$ cat src/rtl/core/cubic_bezier_tessellator_unit_macros.svh
// ----------------------------------------------------------------------------
// cubic bezier tessellator assertion macros
// shared concurrent check forms, clocked on the rising edge, off in reset
// ----------------------------------------------------------------------------
`ifndef CUBIC_BEZIER_TESSELLATOR_UNIT_MACROS_SVH
`define CUBIC_BEZIER_TESSELLATOR_UNIT_MACROS_SVH

// same-cycle implication
`define CBT_ASSERT_IMPL(label, clk, rst_n, ante, cons) \
    label: assert property (@(posedge clk) disable iff (!rst_n) (ante) |-> (cons)) \
        else $error("cbt: same-cycle check failed");

// next-cycle implication
`define CBT_ASSERT_NEXT(label, clk, rst_n, ante, cons) \
    label: assert property (@(posedge clk) disable iff (!rst_n) (ante) |=> (cons)) \
        else $error("cbt: next-cycle check failed");

`endif

$ cat src/rtl/core/cbt_pkg.sv
// ----------------------------------------------------------------------------
// cbt_pkg
// types and fixed widths shared by the cubic bezier tessellator
// ----------------------------------------------------------------------------
`default_nettype none

package cbt_pkg;

    // coordinate and count widths
    localparam int COORD_W      = 16;
    localparam int SEG_W        = 6;
    localparam int MAX_SEGMENTS = 63;

    // t in Q0.16 plus one integer bit so that t = 1.0 is representable
    localparam int T_W     = 17;
    localparam int SQ_W    = 2 * T_W;
    localparam int W_W     = 49;
    localparam int FRAC_W  = 48;
    localparam int PROD_W  = W_W + 1 + COORD_W;

    // 2^16 / n takes one quotient bit per step
    localparam int DIV_STEPS = T_W;

    // curves waiting between front and back
    localparam int QUEUE_DEPTH = 2;

    localparam logic [T_W-1:0] T_ONE = {1'b1, {(T_W-1){1'b0}}};

    // one curve
    typedef struct packed {
        logic signed [COORD_W-1:0] start_x;
        logic signed [COORD_W-1:0] start_y;
        logic signed [COORD_W-1:0] ctrl_a_x;
        logic signed [COORD_W-1:0] ctrl_a_y;
        logic signed [COORD_W-1:0] ctrl_b_x;
        logic signed [COORD_W-1:0] ctrl_b_y;
        logic signed [COORD_W-1:0] end_x;
        logic signed [COORD_W-1:0] end_y;
        logic        [SEG_W-1:0]   segment_count;
    } cbt_in_t;

    // one curve point
    typedef struct packed {
        logic signed [COORD_W-1:0] point_x;
        logic signed [COORD_W-1:0] point_y;
        logic        [SEG_W-1:0]   point_index;
        logic                      last_point;
    } cbt_out_t;

    // classified curve: control points by order, clamped count, t step
    typedef struct packed {
        logic [3:0][COORD_W-1:0] cx;
        logic [3:0][COORD_W-1:0] cy;
        logic [SEG_W-1:0]        seg;
        logic [T_W-1:0]          step_q;
        logic [SEG_W-1:0]        step_r;
    } cbt_job_t;

endpackage

`default_nettype wire

$ cat src/rtl/core/cbt_front.sv
// ----------------------------------------------------------------------------
// cbt_front
// accepts curves, clamps the count and works out the exact t step 2^16 / n
// ----------------------------------------------------------------------------
`default_nettype none
`include "cubic_bezier_tessellator_unit_macros.svh"

module cbt_front (
    input  logic              clk,
    input  logic              rst_n,
    input  logic              curve_valid,
    output logic              curve_stall,
    input  cbt_pkg::cbt_in_t  curve_data,
    output logic              push,
    output cbt_pkg::cbt_job_t push_data,
    input  logic              q_full
);
    import cbt_pkg::*;

    localparam int CNT_W = $clog2(DIV_STEPS);

    typedef enum logic [2:0] {
        FS_IDLE = 3'b001,
        FS_DIV  = 3'b010,
        FS_PUSH = 3'b100
    } fstate_t;

    fstate_t          state_reg, state_next;
    cbt_job_t         job_reg, job_next;
    logic [T_W-1:0]   quo_reg, quo_next;
    logic [SEG_W-1:0] rem_reg, rem_next;
    logic [CNT_W-1:0] cnt_reg, cnt_next;
    logic             accept;
    logic [SEG_W-1:0] seg_clamped;
    logic [SEG_W:0]   rem_shift;
    logic [SEG_W:0]   rem_diff;
    logic             fits;

    assign curve_stall = (state_reg != FS_IDLE);
    assign accept      = curve_valid && !curve_stall;

    // count above the supported maximum is clamped
    always_comb
    begin
        if (curve_data.segment_count > SEG_W'(MAX_SEGMENTS))
        begin
            seg_clamped = SEG_W'(MAX_SEGMENTS);
        end
        else
        begin
            seg_clamped = curve_data.segment_count;
        end
    end

    // restoring divide step: dividend is 2^16, its only set bit enters first
    always_comb
    begin
        rem_shift = {rem_reg, (cnt_reg == CNT_W'(DIV_STEPS - 1))};
        fits      = (rem_shift >= {1'b0, job_reg.seg});
        rem_diff  = rem_shift - {1'b0, job_reg.seg};
    end

    // control
    always_comb
    begin
        state_next = state_reg;
        job_next   = job_reg;
        quo_next   = quo_reg;
        rem_next   = rem_reg;
        cnt_next   = cnt_reg;
        case (state_reg)
            FS_IDLE:
            begin
                if (accept)
                begin
                    job_next.cx     = {curve_data.end_x, curve_data.ctrl_b_x,
                                       curve_data.ctrl_a_x, curve_data.start_x};
                    job_next.cy     = {curve_data.end_y, curve_data.ctrl_b_y,
                                       curve_data.ctrl_a_y, curve_data.start_y};
                    job_next.seg    = seg_clamped;
                    job_next.step_q = '0;
                    job_next.step_r = '0;
                    quo_next        = '0;
                    rem_next        = '0;
                    cnt_next        = CNT_W'(DIV_STEPS - 1);
                    // zero segments needs no step
                    state_next      = (seg_clamped == '0) ? FS_PUSH : FS_DIV;
                end
            end
            FS_DIV:
            begin
                quo_next = {quo_reg[T_W-2:0], fits};
                rem_next = fits ? rem_diff[SEG_W-1:0] : rem_shift[SEG_W-1:0];
                if (cnt_reg == '0)
                begin
                    state_next = FS_PUSH;
                end
                else
                begin
                    cnt_next = cnt_reg - CNT_W'(1);
                end
            end
            FS_PUSH:
            begin
                if (!q_full)
                begin
                    state_next = FS_IDLE;
                end
            end
            default:
            begin
                state_next = FS_IDLE;
            end
        endcase
    end

    // hand the classified curve to the queue
    always_comb
    begin
        push_data        = job_reg;
        push_data.step_q = quo_reg;
        push_data.step_r = rem_reg;
    end

    assign push = (state_reg == FS_PUSH) && !q_full;

    // state
    always_ff @(posedge clk or negedge rst_n)
    begin
        if (!rst_n)
        begin
            state_reg <= FS_IDLE;
        end
        else
        begin
            state_reg <= state_next;
        end
    end

    // curve and divider data
    always_ff @(posedge clk)
    begin
        job_reg <= job_next;
        quo_reg <= quo_next;
        rem_reg <= rem_next;
        cnt_reg <= cnt_next;
    end

    // divider keeps a proper remainder and ends with an exact split of 2^16
    `CBT_ASSERT_IMPL(a_div_rem_below_seg, clk, rst_n, state_reg == FS_DIV, rem_reg < job_reg.seg)
    `CBT_ASSERT_IMPL(a_step_exact, clk, rst_n, state_reg == FS_PUSH && job_reg.seg != '0, (32'(quo_reg) * 32'(job_reg.seg) + 32'(rem_reg)) == 32'h10000)

endmodule

`default_nettype wire

$ cat config.mk
export PLATFORM = sky130hd
export DESIGN_NAME = cbt_front
export DESIGN_NICKNAME = d
export VERILOG_FILES = /design/src/rtl/core/cbt_pkg.sv /design/src/rtl/core/cbt_front.sv
export VERILOG_INCLUDE_DIRS = /design/src /design/src/rtl/core
export SDC_FILE = /design/constraint.sdc
export NUM_CORES = 1
export LEC_CHECK = 0
export ABC_AREA = 1
export CAP_MARGIN = 5
export CORE_AREA = 2 2 114 116
export CTS_CLUSTER_DIAMETER = 60
export DETAILED_ROUTE_END_ITERATION = 8
export DIE_AREA = 0 0 116 118
export DONT_BUFFER_PORTS = 1
export SKIP_CTS_REPAIR_TIMING = 1
export SYNTH_ARGS = -nofsm -noshare
export SYNTH_HDL_FRONTEND = slang
export SYNTH_SLANG_ARGS = --single-unit
$ cat constraint.sdc
create_clock -name clk -period 10.65 [get_ports clk]
set_input_delay 2.13 -clock clk [delete_from_list [all_inputs] [get_ports clk]]
set_output_delay 2.13 -clock clk [all_outputs]
set_load 0.005 [all_outputs]
* Yosys cells after proc, flatten, opt, wreduce, memory -nomap -nowiden *
Index checks and enable logic that the tools add are counted.

cells by class
  add/subtract/negate cells = 2
  order comparisons = 2
  equal/unequal tests = 9
  muxes and demuxes = 14
  reduce and logical (&&, ||, !) cells = 11

operator list
  operator                                                count
  one-hot mux 17 bit (2 select lines)                     1
  two-way mux 6 bit                                       3
  two-way mux 17 bit                                      1
  two-way mux 3 bit                                       4
  one-hot mux 6 bit (2 select lines)                      1
  two-way mux 5 bit                                       2
  one-hot mux 5 bit (2 select lines)                      1
  one-hot mux 3 bit (3 select lines)                      1
  inequality test 2 bit (second input constant)           4
  >= comparator 7 x 6 -> 1 bit                            1
  greater-than comparator 6 bit (second input constant)   1
  zero test 6 bit                                         1
  AND reduction 3 bit                                     2
  subtractor 6 bit                                        1
  equality test 5 bit (second input constant)             1
  zero test 5 bit                                         1
  subtractor 5 x 1 -> 5 bit (second input constant)       1
  AND reduction 2 bit                                     2
  equality test 3 x 1 -> 1 bit (second input constant)    1
  equality test 3 x 2 -> 1 bit (second input constant)    1
  equality test 3 bit (second input constant)             1
  inequality test 3 x 1 -> 1 bit (second input constant)  1
  logical AND 1 bit                                       2
  zero test 1 bit                                         2
  nonzero test 2 bit                                      1

storage, ports and cells
  register bits = 165
  bits of input ports = 138
  output and inout port bits = 159
  logic and storage cells = 51

* Depth between registers and ports, before layout *
  word-level depth = 6
  gate-level depth with buffers = 13
  depth with buffers taken out = 12

* Worst setup path after synthesis *
OpenSTA, ideal clock, no wires.

  path type = input-to-reg
  from = in curve_valid
  to = reg quo_reg[0], enable pin
  library setup time = 0.381 ns
  data arrival time = 8.732 ns
  required time = 10.269 ns
  slack = 1.537 ns
  cell stages on the path = 4
  buffers on the path = 0
  path through = inv_1 -> nor2_1 -> nor2_1 -> inv_1

between the ends
  longest elaborated chain between the ends = 3

ends and longest elaborated chain
  item                             RTL line          source
  start, declared                  cbt_front.sv:11   input logic curve_valid,
  logical AND 1 bit                cbt_front.sv:40   assign accept = curve_valid && !curve_stall;
  inequality test 2 bit (no line)  -
  AND reduction 2 bit (no line)    -
  end signal, assigned             cbt_front.sv:144  quo_reg <= quo_next;
  end, declared                    cbt_front.sv:30   logic [T_W-1:0] quo_reg, quo_next;

Every way passes these cells.
A chain may end at the register's enable or synchronous reset.

* Worst setup path after layout *
  from = in q_full
  to = out push

between the ends
  longest elaborated chain between the ends = 2

ends and longest elaborated chain
  item               RTL line          source
  start, declared    cbt_front.sv:16   input logic q_full
  zero test 1 bit    cbt_front.sv:125  assign push = (state_reg == FS_PUSH) && !q_full;
  logical AND 1 bit  cbt_front.sv:125
  end, declared      cbt_front.sv:14   output logic push,

Every way passes these cells.

==> summary by stage <==
Hold path
Counting instances, the worst hold path has a depth of 3. The path with the worst hold slack has its endpoint at state_reg[2]. The startpoint identified for the worst hold timing path is state_reg[1]. The tightest min-delay check is of the register to register type.

Detailed routing
The via count of the routed design is 2675. The remaining routing DRC violations is 0. The first TritonRoute pass finished after 4 iterations. The detailed router's first-iteration violation count is 184. Once detail routing completed, the nets flagged for antenna violations numbered 0.

Dividing the detail-routed wire length by the instance count gives 22.2 µm. Summed over all layers, the routed wires come to 11900 µm. The detailed-route vias per instance is 4.98.

Synthesis
When the netlist entered floorplanning its net count stood at 489. The post-synthesis cell count is 341. After synthesis, the largest area contributor takes up 84.0% of total cell area. The sequential fraction of the synthesis area is 85.3%. The synthesized netlist contains 25 unique library cells. In the synthesized netlist the async set-or-reset flop fraction comes to 1.82%. In the synthesized netlist the dominant register cell turns out to be sky130_fd_sc_hd__edfxtp_1.

In this run, synthesis inferred 162 flip-flops with an integrated enable. The largest total area in the synthesized netlist belongs to sky130_fd_sc_hd__edfxtp_1. Counting flops and latches in the post-synthesis netlist gives 165. A synthesized cell averages 17.0 µm². The post-synthesis instance area is 5790 µm².

During synthesis, Yosys emitted a total of 0 warnings. Ranked by total cell area, the synthesized netlist is headed by sky130_fd_sc_hd__edfxtp_1, sky130_fd_sc_hd__nor2_1, sky130_fd_sc_hd__inv_1.

Finish
The filler cells instantiated in the layout total 1016. The multi-input gate area in the final layout is 647 µm². The count of antenna diodes in the layout is 0. The finished layout holds 537 standard cells, fillers aside. In the final design database the tool counted 500 nets.

Cells fill 52.8% of the core in the end. The register with the most flip-flops in the layout has 134 of them. The area growth from synthesis to layout is 13.3%. The post-route netlist has 11.8% of its cells at a drive strength greater than 1. In the final layout, flip-flops and latches occupy 4940 µm². The post-route cell area is 6560 µm².

Timing
The final count of pins violating max slew is 0. The total of endpoints with negative setup slack in the final report is 0. At the pin with the least slew margin, the transition time is 1.06 ns. Setup repair after global routing left no endpoint under its margin. The smallest clock period supported by the final layout is computed as 4.52 ns. Across all hold checks on the routed design, the worst slack comes to 0.608 ns.

The count of final hold-check violations came to 0. The share of the cycle needed by the critical path after routing is 42.5%. The achievable clock frequency is 221 MHz. The worst setup skew after layout is 0.0139 ns. The setup TNS after final layout is 0 ns. The worst slew margin relative to its limit is 29.3%.

Setup path
The number of cells on the worst reg-to-reg path is 4. The worst setup path is launched from a primary input. The family with the most delay on the worst path is simple AND/OR/NAND/NOR gates. The endpoint identified for the worst register-to-register timing path is push_data[140]. The arrival time at the worst endpoint is 2.39 ns. The signal on the critical path passes through nor4_1. The setup path with the least slack is of type primary input to output pin.

The critical path buffer and inverter count is 0. The data required time at the worst endpoint is 8.52 ns. The kind of end point of the critical path is an output pin.

The critical path's slowest cell is sky130_fd_sc_hd__nor4_1. The largest single stage delay on the critical path is 0.26 ns. The biggest fanout along the worst timing path is 2. Setup slack on the worst reg-to-reg path comes out at 7.91 ns. The startpoint of the lowest-slack register-to-register path is state_reg[0].

Global route
The number of global-route vias before repair is 2653. The combined global-route utilization of all metal layers is 17.7%. Entering global routing, the biggest net connects 90 pins. The wire length of the first global-routing pass is 16600 µm. The initial antenna violation count is 3. The residual overflow from global routing is 0.

Clocking
The clock latency at the later pin of the worst-skew pair is 0.43 ns. The maximum clock path buffer count is 2. TritonCTS built the clock tree. The clock root buffer is sky130_fd_sc_hd__clkbuf_16. Clock tree synthesis found a total of 165 sinks. After clock tree synthesis, the clock-pin slew on the worst setup and hold paths is 0.06 ns. The number of clock buffers added by TritonCTS is 17. The H-tree was split into 4 levels.

Placed design
The congestion estimate from routability-driven global placement came to 0.778. The placed instances occupy a cell area of 5980 µm². Detailed placement finished with a half-perimeter wire length of 8760 µm. The number of placed instances, taps included, is 505.

The count of buffers added on input and output ports is 0.

Die
In this run the count of I/O pins placed on the die edge is 297. Once the floorplan was initialized, standard cells occupied 46.6% of the core. The die is 116 µm wide. The die covers 13700 µm². After floorplanning, the core was sized to cover 12400 µm². The floorplan has 41 rows. The floorplan step set the die height to 118 µm.

Power and ir drop
The analysis attributes to cell leakage a power of 0.00237 µW. Power spread over the standard cell area amounts to 293 nW/µm². The peak supply drop is 195 µV.

Outcome
The run finished with clean final reports.

Flow run
The tool flagged a number of max-cap violations equal to 0.
-- power by group --
| group | internal (µW) | leakage [µW] | switching (µW) | total, µW |
|---|---|---|---|---|
| Clock | 349 | 0.000277 | 249 | 598 |
| Combinational | 69.7 | 0.000536 | 206 | 276 |
| Sequential | 938 | 0.00156 | 110 | 1050 |
| Total | 1360 | 0.00237 | 566 | 1920 |
-- cell type report --
| cell class | instances | share of cell area [%] |
|---|---|---|
| Sequential cell | 165 | 75.3 |
| Multi-Input combinational cell | 123 | 9.86 |
| Clock buffer | 19 | 6.60 |
| Tap cell | 172 | 3.28 |
| Inverter | 43 | 2.46 |
| Clock inverter | 13 | 2.25 |
| Timing Repair Buffer | 2 | 0.229 |
-- layout by cell type, fill, tap and decap left out, drive strengths merged --
cell type / instances
edfxtp: 162
nor2: 48
inv: 48
nand2: 37
clkbuf: 19
nand3: 10
ha: 9
o21ai: 3
or2: 3
nand4: 3
clkinvlp: 3
a21oi: 3
clkinv: 3
xor2: 2
bufinv: 2
buf: 2
dfrtp: 2
nor3: 2
nand3b: 1
nor4: 1
fa: 1
dfstp: 1
-- synthesized netlist by cell type, drive strengths merged, types with 3 or more instances --
master / number
nand3: 10
buf: 3
o21ai: 3
nor2: 48
inv: 43
edfxtp: 162
ha: 9
nand4: 3
a21oi: 3
or2: 3
clkbuf: 7
nand2: 37
-- metrics by stage --
stage          setup WS (ns)  total power (µW)
3_3_place_gp            6.14              1330
2_1_floorplan           1.54              1270
6_report                6.13              1920
5_1_grt                 6.12              2020
4_1_cts                 6.14              1950
3_5_place_dp            6.14              1340
-- logic make-up (layout without fill, tap and decap cells) --
family                     after synthesis  after routing  share of synthesized area (%)
AOI/OAI and AO/OA                        6              6                          0.583
xor gates and xnor gates                 2              2                          0.303
adders and majority gates               10             10                           2.29
buffers and inverters                   53             77                           3.61
DFF                                    165            165                           85.3
and+or+nand+nor                        105            105                           7.87
-- per-layer routing --
metal  routed length, µm  share of wire (%)  up-vias  GRT usage (%)
li1                    -                  -     1208              -
met1                4110                 34     1298           17.5
met2                6410                 54      145           29.8
met3                1120                9.4       20           9.78
met4                 261                2.2        4           8.04
met5                  30               0.25        -              0
-- worst max path at each step --
| stage | startpoint | cells past startpoint | endpoint |
|---|---|---|---|
| global placement | q_full | 1 | push |
| finish | q_full | 1 | push |
| global route | q_full | 1 | push |
| floorplan | curve_valid | 4 | quo_reg[0] |
| detailed placement | q_full | 1 | push |
| CTS | q_full | 1 | push |
Power figures use the tool's default switching activity.
