File: src/rtl/core/cubic_bezier_tessellator_unit_macros.svh
// ----------------------------------------------------------------------------
// cubic bezier tessellator assertion macros
// shared concurrent check forms, clocked on the rising edge, off in reset
// ----------------------------------------------------------------------------
`ifndef CUBIC_BEZIER_TESSELLATOR_UNIT_MACROS_SVH
`define CUBIC_BEZIER_TESSELLATOR_UNIT_MACROS_SVH

// same-cycle implication
`define CBT_ASSERT_IMPL(label, clk, rst_n, ante, cons) \
    label: assert property (@(posedge clk) disable iff (!rst_n) (ante) |-> (cons)) \
        else $error("cbt: same-cycle check failed");

// next-cycle implication
`define CBT_ASSERT_NEXT(label, clk, rst_n, ante, cons) \
    label: assert property (@(posedge clk) disable iff (!rst_n) (ante) |=> (cons)) \
        else $error("cbt: next-cycle check failed");

`endif

File: src/rtl/core/cbt_pkg.sv
// ----------------------------------------------------------------------------
// cbt_pkg
// types and fixed widths shared by the cubic bezier tessellator
// ----------------------------------------------------------------------------
`default_nettype none

package cbt_pkg;

    // coordinate and count widths
    localparam int COORD_W      = 16;
    localparam int SEG_W        = 6;
    localparam int MAX_SEGMENTS = 63;

    // t in Q0.16 plus one integer bit so that t = 1.0 is representable
    localparam int T_W     = 17;
    localparam int SQ_W    = 2 * T_W;
    localparam int W_W     = 49;
    localparam int FRAC_W  = 48;
    localparam int PROD_W  = W_W + 1 + COORD_W;

    // 2^16 / n takes one quotient bit per step
    localparam int DIV_STEPS = T_W;

    // curves waiting between front and back
    localparam int QUEUE_DEPTH = 2;

    localparam logic [T_W-1:0] T_ONE = {1'b1, {(T_W-1){1'b0}}};

    // one curve
    typedef struct packed {
        logic signed [COORD_W-1:0] start_x;
        logic signed [COORD_W-1:0] start_y;
        logic signed [COORD_W-1:0] ctrl_a_x;
        logic signed [COORD_W-1:0] ctrl_a_y;
        logic signed [COORD_W-1:0] ctrl_b_x;
        logic signed [COORD_W-1:0] ctrl_b_y;
        logic signed [COORD_W-1:0] end_x;
        logic signed [COORD_W-1:0] end_y;
        logic        [SEG_W-1:0]   segment_count;
    } cbt_in_t;

    // one curve point
    typedef struct packed {
        logic signed [COORD_W-1:0] point_x;
        logic signed [COORD_W-1:0] point_y;
        logic        [SEG_W-1:0]   point_index;
        logic                      last_point;
    } cbt_out_t;

    // classified curve: control points by order, clamped count, t step
    typedef struct packed {
        logic [3:0][COORD_W-1:0] cx;
        logic [3:0][COORD_W-1:0] cy;
        logic [SEG_W-1:0]        seg;
        logic [T_W-1:0]          step_q;
        logic [SEG_W-1:0]        step_r;
    } cbt_job_t;

endpackage

`default_nettype wire

File: src/rtl/core/cbt_queue.sv
// ----------------------------------------------------------------------------
// cbt_queue
// short queue of classified curves between front and back
// ----------------------------------------------------------------------------
`default_nettype none

module cbt_queue (
    input  logic              clk,
    input  logic              rst_n,
    input  logic              push,
    input  cbt_pkg::cbt_job_t push_data,
    output logic              full,
    input  logic              pop,
    output logic              valid,
    output cbt_pkg::cbt_job_t head
);
    import cbt_pkg::*;

    localparam int PTR_W = (QUEUE_DEPTH > 1) ? $clog2(QUEUE_DEPTH) : 1;
    localparam int CNT_W = $clog2(QUEUE_DEPTH + 1);

    cbt_job_t         entry_reg [QUEUE_DEPTH];
    logic [PTR_W-1:0] wr_ptr_reg, wr_ptr_next;
    logic [PTR_W-1:0] rd_ptr_reg, rd_ptr_next;
    logic [CNT_W-1:0] count_reg, count_next;

    function automatic logic [PTR_W-1:0] ptr_inc(input logic [PTR_W-1:0] p);
        logic [PTR_W-1:0] r;
        if (p == PTR_W'(QUEUE_DEPTH - 1))
        begin
            r = '0;
        end
        else
        begin
            r = p + PTR_W'(1);
        end
        return r;
    endfunction

    assign full  = (count_reg == CNT_W'(QUEUE_DEPTH));
    assign valid = (count_reg != '0);
    assign head  = entry_reg[rd_ptr_reg];

    // pointers and fill level
    always_comb
    begin
        wr_ptr_next = push ? ptr_inc(wr_ptr_reg) : wr_ptr_reg;
        rd_ptr_next = pop ? ptr_inc(rd_ptr_reg) : rd_ptr_reg;
        case ({push, pop})
            2'b10:   count_next = count_reg + CNT_W'(1);
            2'b01:   count_next = count_reg - CNT_W'(1);
            default: count_next = count_reg;
        endcase
    end

    always_ff @(posedge clk or negedge rst_n)
    begin
        if (!rst_n)
        begin
            wr_ptr_reg <= '0;
            rd_ptr_reg <= '0;
            count_reg  <= '0;
        end
        else
        begin
            wr_ptr_reg <= wr_ptr_next;
            rd_ptr_reg <= rd_ptr_next;
            count_reg  <= count_next;
        end
    end

    // entry storage
    always_ff @(posedge clk)
    begin
        if (push)
        begin
            entry_reg[wr_ptr_reg] <= push_data;
        end
    end

endmodule

`default_nettype wire

File: config.mk
export PLATFORM = sky130hd
export DESIGN_NAME = cbt_queue
export DESIGN_NICKNAME = d
export VERILOG_FILES = /design/src/rtl/core/cubic_bezier_tessellator_unit_macros.svh /design/src/rtl/core/cbt_pkg.sv /design/src/rtl/core/cbt_queue.sv
export SDC_FILE = /design/constraint.sdc
export NUM_CORES = 1
export LEC_CHECK = 0
export BUFFER_PORTS_ARGS = -buffer_cell sky130_fd_sc_hd__buf_2
export CORE_UTILIZATION = 39
export DETAILED_ROUTE_END_ITERATION = 16
export HOLD_SLACK_MARGIN = 0.08
export PLACE_DENSITY = 0.67
export SLEW_MARGIN = 20
export SYNTH_ARGS = -nofsm -noshare
export SYNTH_HDL_FRONTEND = slang
export SYNTH_SLANG_ARGS = --single-unit
File: constraint.sdc
create_clock -name clk -period 7.2 [get_ports clk]
set_clock_uncertainty 0.1 [all_clocks]
set_input_delay 1.08 -clock clk [delete_from_list [all_inputs] [get_ports clk]]
set_output_delay 1.08 -clock clk [all_outputs]
set_load 0.01 [all_outputs]
[Yosys cells after proc, flatten, opt, wreduce, memory -nomap -nowiden]
Memories as Yosys holds them, arrays and structs flattened.
Index checks and enable logic that the tools add are counted.
Operators by class
  multiplexer cells: 5
  eq/ne operators: 3
  add/subtract/negate cells: 4
  reduce and logical (&&, ||, !) cells: 2
Operator list (count)
  2-bit == test, second input constant: 2
  1-bit two-way mux: 4
  2-bit one-hot mux with 2 select lines: 1
  2-bit nonzero test: 2
  1-bit adder, second input constant: 2
  2-bit by 1-bit adder with 2-bit output, second input constant: 1
  2-bit by 1-bit == test with 1-bit output, second input constant: 1
  2-bit by 1-bit subtractor with 2-bit output, second input constant: 1
Word-level totals
  output and inout port bits: 159
  memories kept: 1
  memory bits (writable): 314
  bits in registers: 4
  input bits: 161
Memories
  entry_reg: depth 2, bits a word 157, rd ports 1, clocked after memory_dff 0, write ports 1, RTL line cbt_queue.sv:22  | cbt_job_t entry_reg [QUEUE_DEPTH];

[Logic depth before layout (Yosys ltp)]
Gate-level depths: netlist of the first run.
  word-level depth: 2
  depth in mapped cells: 5

[Worst setup path before layout of the first run]
OpenSTA, ideal clock, no wires.
  path type: input -> register
  from: input port push
  to: memory entry_reg[0][0] (netlist name), enable pin
  data required time: 6.425 ns
  stages on the path: 2
  path slack: -1.180 ns
  buffers on the path: 0
  arrival: 7.605 ns
  cells stage by stage: inv_1 nor2_1
On the way
  word-level cells in the longest chain between the ends: 2
RTL lines
  start, declared: RTL line cbt_queue.sv:10  | input logic push,
  1-bit two-way mux: RTL line cbt_queue.sv:75  | if (push)
  1-bit two-way mux (not written as such): RTL line cbt_queue.sv:77  | entry_reg[wr_ptr_reg] <= push_data;
  end, declared: RTL line cbt_queue.sv:22
Every way passes these cells.

==> impl_table.tex, run 1 <==
\begin{tabular}{lr}
\hline
Metric & Value \\
\hline
\multicolumn{2}{l}{\textbf{Status}} \\
\quad Status & finished clean \\
\multicolumn{2}{l}{\textbf{Die}} \\
\quad Placeable core area & between 0.02 and 0.03 mm² \\
\quad IO Count & between 300 and 400 \\
\quad Standard-cell row count & 63 \\
\quad Horizontal die dimension & approximately 180 µm \\
\quad Die Ht & around 180 µm \\
\quad Starting Density & between 40\% and 50\% \\
\quad Die area & around 0.031 mm² \\
\multicolumn{2}{l}{\textbf{Routing}} \\
\quad Wire length after detailed routing & about 22,000 µm \\
\quad Average wire per standard cell & $\sim$18 µm \\
\quad Detailed Routing Iterations Pass 1 & 4 \\
\quad Detailed-route DRC error count & 0 \\
\quad Post-detailed-route via-to-cell ratio & $\sim$4.6 \\
\quad Number of vias in the routed layout & 5,850 \\
\quad DRC marker count from the first detailed-route iteration & between 200 and 300 \\
\quad Number of antenna-violating nets in the routed design & 0 \\
\multicolumn{2}{l}{\textbf{Global routing}} \\
\quad Overflow left after global routing & 0 \\
\quad Global-route wire length before repair & 33,400 µm \\
\quad Number of global-route vias before repair & roughly 6,000 \\
\quad Largest net degree at the start of global routing & 99 \\
\quad Antenna violations before repair & 3 \\
\quad Overall global routing resource usage & around 14\% \\
\multicolumn{2}{l}{\textbf{Synth}} \\
\quad Biggest area contributors in the synthesized netlist & edfxtp\_1 79\%, mux2\_4 13\%, mux2\_2 5.3\% \\
\quad Synth Flop Type & edfxtp\_1 \\
\quad Proportion of register bits with asynchronous set or reset after synthesis & roughly 1.3\% \\
\quad Average cell area after synthesis & around 24 µm² \\
\quad Most numerous cell types in the synthesized netlist & 314 x edfxtp\_1, 101 x mux2\_4, 56 x mux2\_2 \\
\quad Synthesized netlist cell count & between 500 and 600 \\
\quad Number of register bits inferred by synthesis & roughly 320 \\
\quad Distinct cells, synth & 15 \\
\quad Number of warning messages in the yosys log & 0 \\
\quad Post-synth design cell area & roughly 0.012 mm² \\
\quad Cell with the most instances after synthesis & edfxtp\_1 \\
\quad Synth Net Count & 667 \\
\quad Sequential cell area fraction in the yosys report & between 70\% and 80\% \\
\quad Post-synth top area cell & edfxtp\_1 \\
\quad Area share of the largest cell type after synthesis & 78.9\% \\
\quad Number of enable flip-flop cells after synthesis & $\sim$310 \\
\multicolumn{2}{l}{\textbf{STA}} \\
\quad Count of endpoints failing hold in the final timing report & 0 \\
\quad Total setup violations reported at the end of the flow & 0 \\
\quad Smallest hold slack & about 280 ps \\
\quad Sum of negative setup slack & 0 ps \\
\quad RSZ-0062 raised after global routing & false \\
\quad Share of the clock period used by the worst path after layout & between 50\% and 60\% \\
\quad Pin slew with the least headroom to its limit & 994 ps \\
\quad Pins Over Slew Limit & 0 \\
\quad Relative slew margins & around 34\% \\
\quad Highest clock rate & $\sim$250 MHz \\
\quad Shortest clock period the worst path allows after layout & between 4000 and 5000 ps \\
\multicolumn{2}{l}{\textbf{Clock tree}} \\
\quad Clock Root Buffer & clkbuf\_16 \\
\quad Post-CTS setup buffer count & 0 \\
\quad Maximum buffer depth of the clock tree & 3 \\
\quad CTS resizes & 0 \\
\quad Count of clock tree sinks & about 320 \\
\quad H-tree Lvls & 2 \\
\quad Count of hold-fix buffers inserted at cts & 0 \\
\quad Total CTS buffers & 34 \\
\quad Clock insertion delay at the later pin of the skew report & between 400 and 500 ps \\
\quad Worst-path clk slew & 60 ps \\
\quad CTS tree & done \\
\multicolumn{2}{l}{\textbf{Place}} \\
\quad Post-DP HPWL & about 15,000 µm \\
\quad Port Buf Inserts & 319 \\
\quad Routability-driven placement congestion ratio & about 0.71 \\
\multicolumn{2}{l}{\textbf{Critical path}} \\
\quad WP data arrival & roughly 2900 ps \\
\quad Worst Setup Start Kind & flop \\
\quad Crit Path Category & reg -> out \\
\quad Logic depth of the worst register-to-register path & 2 \\
\quad Req. time, crit path & 6020 ps \\
\quad R2R Setup Slk & 4820 ps \\
\quad Top fanout value on the critical path & 52 \\
\quad Endpoint type of the worst setup path & output pin \\
\multicolumn{2}{l}{\textbf{Job}} \\
\quad Max Cap Viol & 0 \\
\multicolumn{2}{l}{\textbf{Finish}} \\
\quad Fraction of layout instances using a drive strength above 1 & 61.0\% \\
\quad Flip-flop count of the largest register, all copies and words added & 314 \\
\quad Growth of design area from synthesis to finish & 25.3\% \\
\quad Number of nets in the layout & between 1,000 and 1,500 \\
\quad Number of fillers in the final layout & around 2,500 \\
\multicolumn{2}{l}{\textbf{Power}} \\
\quad Worst ir drop on vdd & 0.313 mV \\
\quad Static power due to leakage & about 6 nW \\
\quad Power density normalized to cell area & around 400 mW/mm² \\
\multicolumn{2}{l}{\textbf{Hold path}} \\
\quad Type of the most critical hold path & in -> async \\
\hline
\end{tabular}
## placed cells by master, fill, tap and decap left out
cell | synthesis | layout
ha_1 | 1 | 1
mux2_4 | 101 | 101
diode_2 | 0 | 3
clkinv_4 | 0 | 1
nor2_1 | 2 | 1
clkinv_2 | 0 | 6
buf_2 | 3 | 319
clkinvlp_4 | 0 | 1
nor2b_1 | 1 | 1
or2_2 | 1 | 1
xnor2_1 | 2 | 2
buf_12 | 0 | 1
mux2_2 | 56 | 56
xor2_1 | 3 | 3
edfxtp_1 | 314 | 314
buf_4 | 0 | 6
dfrtp_1 | 4 | 3
dfrtp_4 | 0 | 1
clkbuf_1 | 0 | 9
and2_4 | 0 | 1
clkbuf_16 | 0 | 37
clkinv_1 | 0 | 6
inv_1 | 1 | 1
clkbuf_8 | 0 | 1
nor2_4 | 0 | 1
## stage by stage
step | setup slack (ps) | total power, W | instance area (µm²) | utilization (%) | std cells
after floorplan | 1440 | 0.00387 | 12000 | - | 505
after global placement | 3620 | 0.00438 | 13900 | 46.6 | 1203
after detailed placement | 3600 | 0.00441 | 13900 | 46.6 | 1203
after CTS | 3060 | 0.00603 | 15000 | 50.1 | 1264
after global routing | 2970 | 0.00622 | 15000 | 50.1 | 1265
final | 3140 | 0.00592 | 15000 | 50.1 | 1267
## kinds of logic (layout without fill, tap and decap cells)
logic type,count (synthesis),after routing,share of synthesized area [%]
xor gates and xnor gates,5,5,0.367
and+or+nand+nor,5,5,0.220
DFF,318,318,79.7
buffers and inverters,19,388,1.60
adders and majority gates,1,1,0.105
other,0,3,0
muxes,157,157,18.0
## critical path, cell delays in order (launching register included)
cell	delay, ps
dfrtp_4	890
buf_4	800
mux2_2	420
buf_2	140
## power by group
part           internal, W  leakage, nW  switching, W
registers          0.00246         2.99      0.000137
logic             0.000865         2.39      0.000864
clock network     0.000945        0.511      0.000655
## final cells by class
class	instances	area [µm²]	share of cell area, %
flip-flops and latches	318	9530	63.7
multi-input cells	168	2240	15.0
repair buffers	326	1660	11.1
clock buffers	47	973	6.50
well taps	390	488	3.26
clock inverters	14	68.8	0.460
diodes	3	7.51	0.0501
inverters	1	3.75	0.0251
## metal layers
layer,GRT usage [%],vias to the layer above,share of wire (%)
met3,5.00,42,9.1
met5,0,-,0.12
li1,-,2701,-
met4,4.38,4,1.9
met2,23.1,231,50
met1,17.0,2872,39
## worst paths after layout
kind / startpoint / endpoint
min in group clk: count_reg[1] / count_reg[1]
setup reg to reg: wr_ptr_reg / entry_reg[0][43]
hold reg to reg: count_reg[1] / count_reg[1]
max in group asynchronous: rst_n / rd_ptr_reg
hold / removal: rst_n / rd_ptr_reg
setup / recovery: rd_ptr_reg / head[112]
(Power assumes the default switching activity.)
==> run 2, diff against run 1 <==
==> constraint.sdc (replaced) <==
create_clock -name clk -period 3.36 [get_ports clk]
set_clock_uncertainty 0.1 [all_clocks]
set_input_delay 0.504 -clock clk [delete_from_list [all_inputs] [get_ports clk]]
set_output_delay 0.504 -clock clk [all_outputs]
set_load 0.01 [all_outputs]
==> impl_table.tex, run 2 (synthesis results as in run 1) <==
\begin{tabular}{lr}
\hline
Metric & Value \\
\hline
\multicolumn{2}{l}{\textbf{Status}} \\
\quad Status & finished clean \\
\multicolumn{2}{l}{\textbf{Die}} \\
\quad Placeable core area & 0.0299 mm² (unchanged) \\
\quad Standard-cell row count & 63 (unchanged) \\
\quad IO Count & 320 (unchanged) \\
\quad Die area & 0.0313 mm² (unchanged) \\
\quad Horizontal die dimension & 177 µm (unchanged) \\
\quad Die Ht & 177 µm (unchanged) \\
\quad Starting Density & 40.0\% (unchanged) \\
\multicolumn{2}{l}{\textbf{Global routing}} \\
\quad Overall global routing resource usage & 14.4\% (+0.41 points) \\
\quad Met2 routing resource usage after global routing & 24.7\% (+1.6 points) \\
\quad Antenna violations before repair & 0 (-3) \\
\quad Global-route track usage on met1 & 16.8\% (-0.21 points) \\
\quad Number of global-route vias before repair & 6,603 (+8.8\%) \\
\quad Busiest layer in global routing & met2 \\
\quad Largest net degree at the start of global routing & 81 (-18\%) \\
\quad Met3 layer usage reported by global route & 4.98\% (-0.021 points) \\
\quad Overflow left after global routing & 0 (unchanged) \\
\quad Global-route wire length before repair & 34,800 µm (+4.4\%) \\
\multicolumn{2}{l}{\textbf{Hold path}} \\
\quad Type of the most critical hold path & in -> reg \\
\quad Worst hold stages & 2 \\
\quad Critical hold path startpoint & pop \\
\quad Endpoint of the worst hold-timing path & rd\_ptr\_reg \\
\multicolumn{2}{l}{\textbf{Finish}} \\
\quad Final design utilization & 54.0\% (+3.8 points) \\
\quad Leading cell types in the layout, fill and taps excluded & 319 x buf\_2, 314 x edfxtp\_1, 106 x dlygate4sd3\_1 \\
\quad Growth of design area from synthesis to finish & 34.9\% \\
\quad Final standard cell area without fillers & 0.0161 mm² (+7.6\%) \\
\quad Area of the multi-input gates & 0.00224 mm² (unchanged) \\
\quad Final Instance Count excl. Fillers & 1,373 (+8.4\%) \\
\quad Flip-flop count of the largest register, all copies and words added & 314 (unchanged) \\
\quad Number of nets in the layout & 1,121 (+11\%) \\
\quad Storage element area & 0.00953 mm² (unchanged) \\
\quad Most frequent standard cell in the layout excluding fill and tap cells & buf\_2 \\
\quad Number of fillers in the final layout & 2,393 (-4.2\%) \\
\quad Fraction of layout instances using a drive strength above 1 & 54.7\% (-6.3 points) \\
\multicolumn{2}{l}{\textbf{Routing}} \\
\quad DRC marker count from the first detailed-route iteration & 237 (-15\%) \\
\quad Post-detailed-route via-to-cell ratio & 4.56 (-1.2\%) \\
\quad Detailed-route DRC error count & 0 (unchanged) \\
\quad Average wire per standard cell & 17.0 µm (-4.4\%) \\
\quad Detailed Routing Iterations Pass 1 & 4 (unchanged) \\
\quad Wire length after detailed routing & 23,300 µm (+3.5\%) \\
\quad Number of vias in the routed layout & 6,265 (+7.1\%) \\
\quad Number of antenna-violating nets in the routed design & 0 (unchanged) \\
\multicolumn{2}{l}{\textbf{STA}} \\
\quad Shortest clock period the worst path allows after layout & 2790 ps \\
\quad Share of the clock period used by the worst path after layout & 83.1\% \\
\quad Sum of negative setup slack & 0 ps (unchanged) \\
\quad Min setup slack post-route & 567 ps (-2570 ps) \\
\quad Total setup violations reported at the end of the flow & 0 (unchanged) \\
\quad Relative slew margins & 65.8\% (+32 points) \\
\quad Pins Over Slew Limit & 0 (unchanged) \\
\quad Highest clock rate & around 360 MHz \\
\quad Pin slew with the least headroom to its limit & 514 ps (-480 ps) \\
\quad RSZ-0062 raised after global routing & false \\
\quad Count of endpoints failing hold in the final timing report & 0 (unchanged) \\
\multicolumn{2}{l}{\textbf{Place}} \\
\quad Post-DP HPWL & 14,600 µm (-1.3\%) \\
\quad Port Buf Inserts & 319 (unchanged) \\
\quad Number of instances in the placed design & 1,206 (+0.25\%) \\
\quad Placed inst area & 0.0140 mm² (+0.72\%) \\
\quad Routability-driven placement congestion ratio & 0.709 (-0.52\%) \\
\quad Placement Setup Slack & 1030 ps (-2570 ps) \\
\multicolumn{2}{l}{\textbf{Clock tree}} \\
\quad Worst-path clk slew & 50 ps (about the same) \\
\quad CTS tree & done \\
\quad Total CTS buffers & 35 (+2.9\%) \\
\quad H-tree Lvls & 2 (unchanged) \\
\quad Count of clock tree sinks & 318 (unchanged) \\
\quad Clock Root Buffer & clkbuf\_16 \\
\quad Clock insertion delay at the later pin of the skew report & 490 ps (about the same) \\
\quad Maximum buffer depth of the clock tree & 3 (unchanged) \\
\quad CTS resizes & 0 (unchanged) \\
\multicolumn{2}{l}{\textbf{Power}} \\
\quad Worst ir drop on vdd & 0.500 mV (+60\%) \\
\quad Power density normalized to cell area & 799 mW/mm² (+100\%) \\
\quad Static power due to leakage & 6.37 nW (+8.1\%) \\
\multicolumn{2}{l}{\textbf{Critical path}} \\
\quad Standard cell with the maximum stage delay on the critical path & dfrtp\_4 \\
\quad Largest stage delay, worst path & 760 ps (-130 ps) \\
\quad Kind of cell with the highest combined delay on the critical path & flip-flops \\
\quad Reg-to-Reg End & entry\_reg[1][55] \\
\quad Worst flop-to-flop path startpoint & wr\_ptr\_reg \\
\quad Top fanout value on the critical path & 28 (-46\%) \\
\quad Cell-by-cell listing of the critical path & buf\_4, mux2\_2, buf\_2 \\
\quad Logic depth of the worst register-to-register path & 2 (unchanged) \\
\quad Worst setup startpoint & rd\_ptr\_reg \\
\quad WP data arrival & 2190 ps (-690 ps) \\
\quad Worst Setup Start Kind & flop \\
\quad Req. time, crit path & 2760 ps (-3260 ps) \\
\quad Buf+Inv Stages, Crit Path & 2 (unchanged) \\
\quad Endpoint type of the worst setup path & output pin \\
\quad R2R Setup Slk & 1810 ps (-3010 ps) \\
\quad Crit Path Category & reg -> out \\
\multicolumn{2}{l}{\textbf{Job}} \\
\quad Max Cap Viol & 0 (unchanged) \\
\hline
\end{tabular}
==> run 2: cell count changes in the layout (fill, tap and decap cells not counted), moves of 2 or more <==
cell           previous run  this run
dlygate4sd3_1             0       106
clkinv_1                  6         3
clkbuf_1                  9        11
buf_4                     6         3
diode_2                   3         1
buf_12                    1         7
==> run 2: per-layer routing <==
metal	wire length (µm)	up-vias
met5	0	-
met4	556	0
met3	2020	45
met2	11600	232
met1	9130	3068
li1	-	2920
==> run 2: worst max path at each step <==
stage                            endpoint  slack, ps  cells past startpoint
final                           head[136]        570                      3
after global routing              head[9]        450                      3
after CTS                         head[9]        500                      3
after detailed placement          head[9]       1030                      3
after global placement            head[6]       1090                      3
after floorplan           entry_reg[0][0]         10                      2
==> run 2: worst register-to-register path, delay by kind of cell, from the launching register on <==
kind | cells | cell delay [ps]
and+or+nand+nor | 1 | 200
DFF | 1 | 410
buffers and inverters | 1 | 360
==> run 2: layout make-up <==
| type | instances | area share [%] |
|---|---|---|
| Timing Repair Buffer | 435 | 17.5 |
| Multi-Input combinational cell | 168 | 13.9 |
| Antenna cell | 1 | 0.0155 |
| Sequential cell | 318 | 59.1 |
| Inverter | 1 | 0.0388 |
| Clock inverter | 12 | 0.388 |
| Tap cell | 390 | 3.03 |
| Clock buffer | 48 | 6.00 |
==> run 2: power breakdown <==
group | internal, W | switching, W
Combinational | 0.00201 | 0.00194
Clock | 0.00201 | 0.00141
Sequential | 0.00526 | 0.000259
==> run 2: timing repair <==
action	in CTS	in global routing
endpoints found under the hold margin	190	17
hold buffers	96	10
setup buffers	0	0
==> run 2: metrics by stage <==
stage	hold WS [ps]	total power, W
CTS	80.1	0.0131
global placement	211	0.00947
detailed placement	215	0.00953
global route	80.3	0.0135
finish	101	0.0129
floorplan	108	0.00823
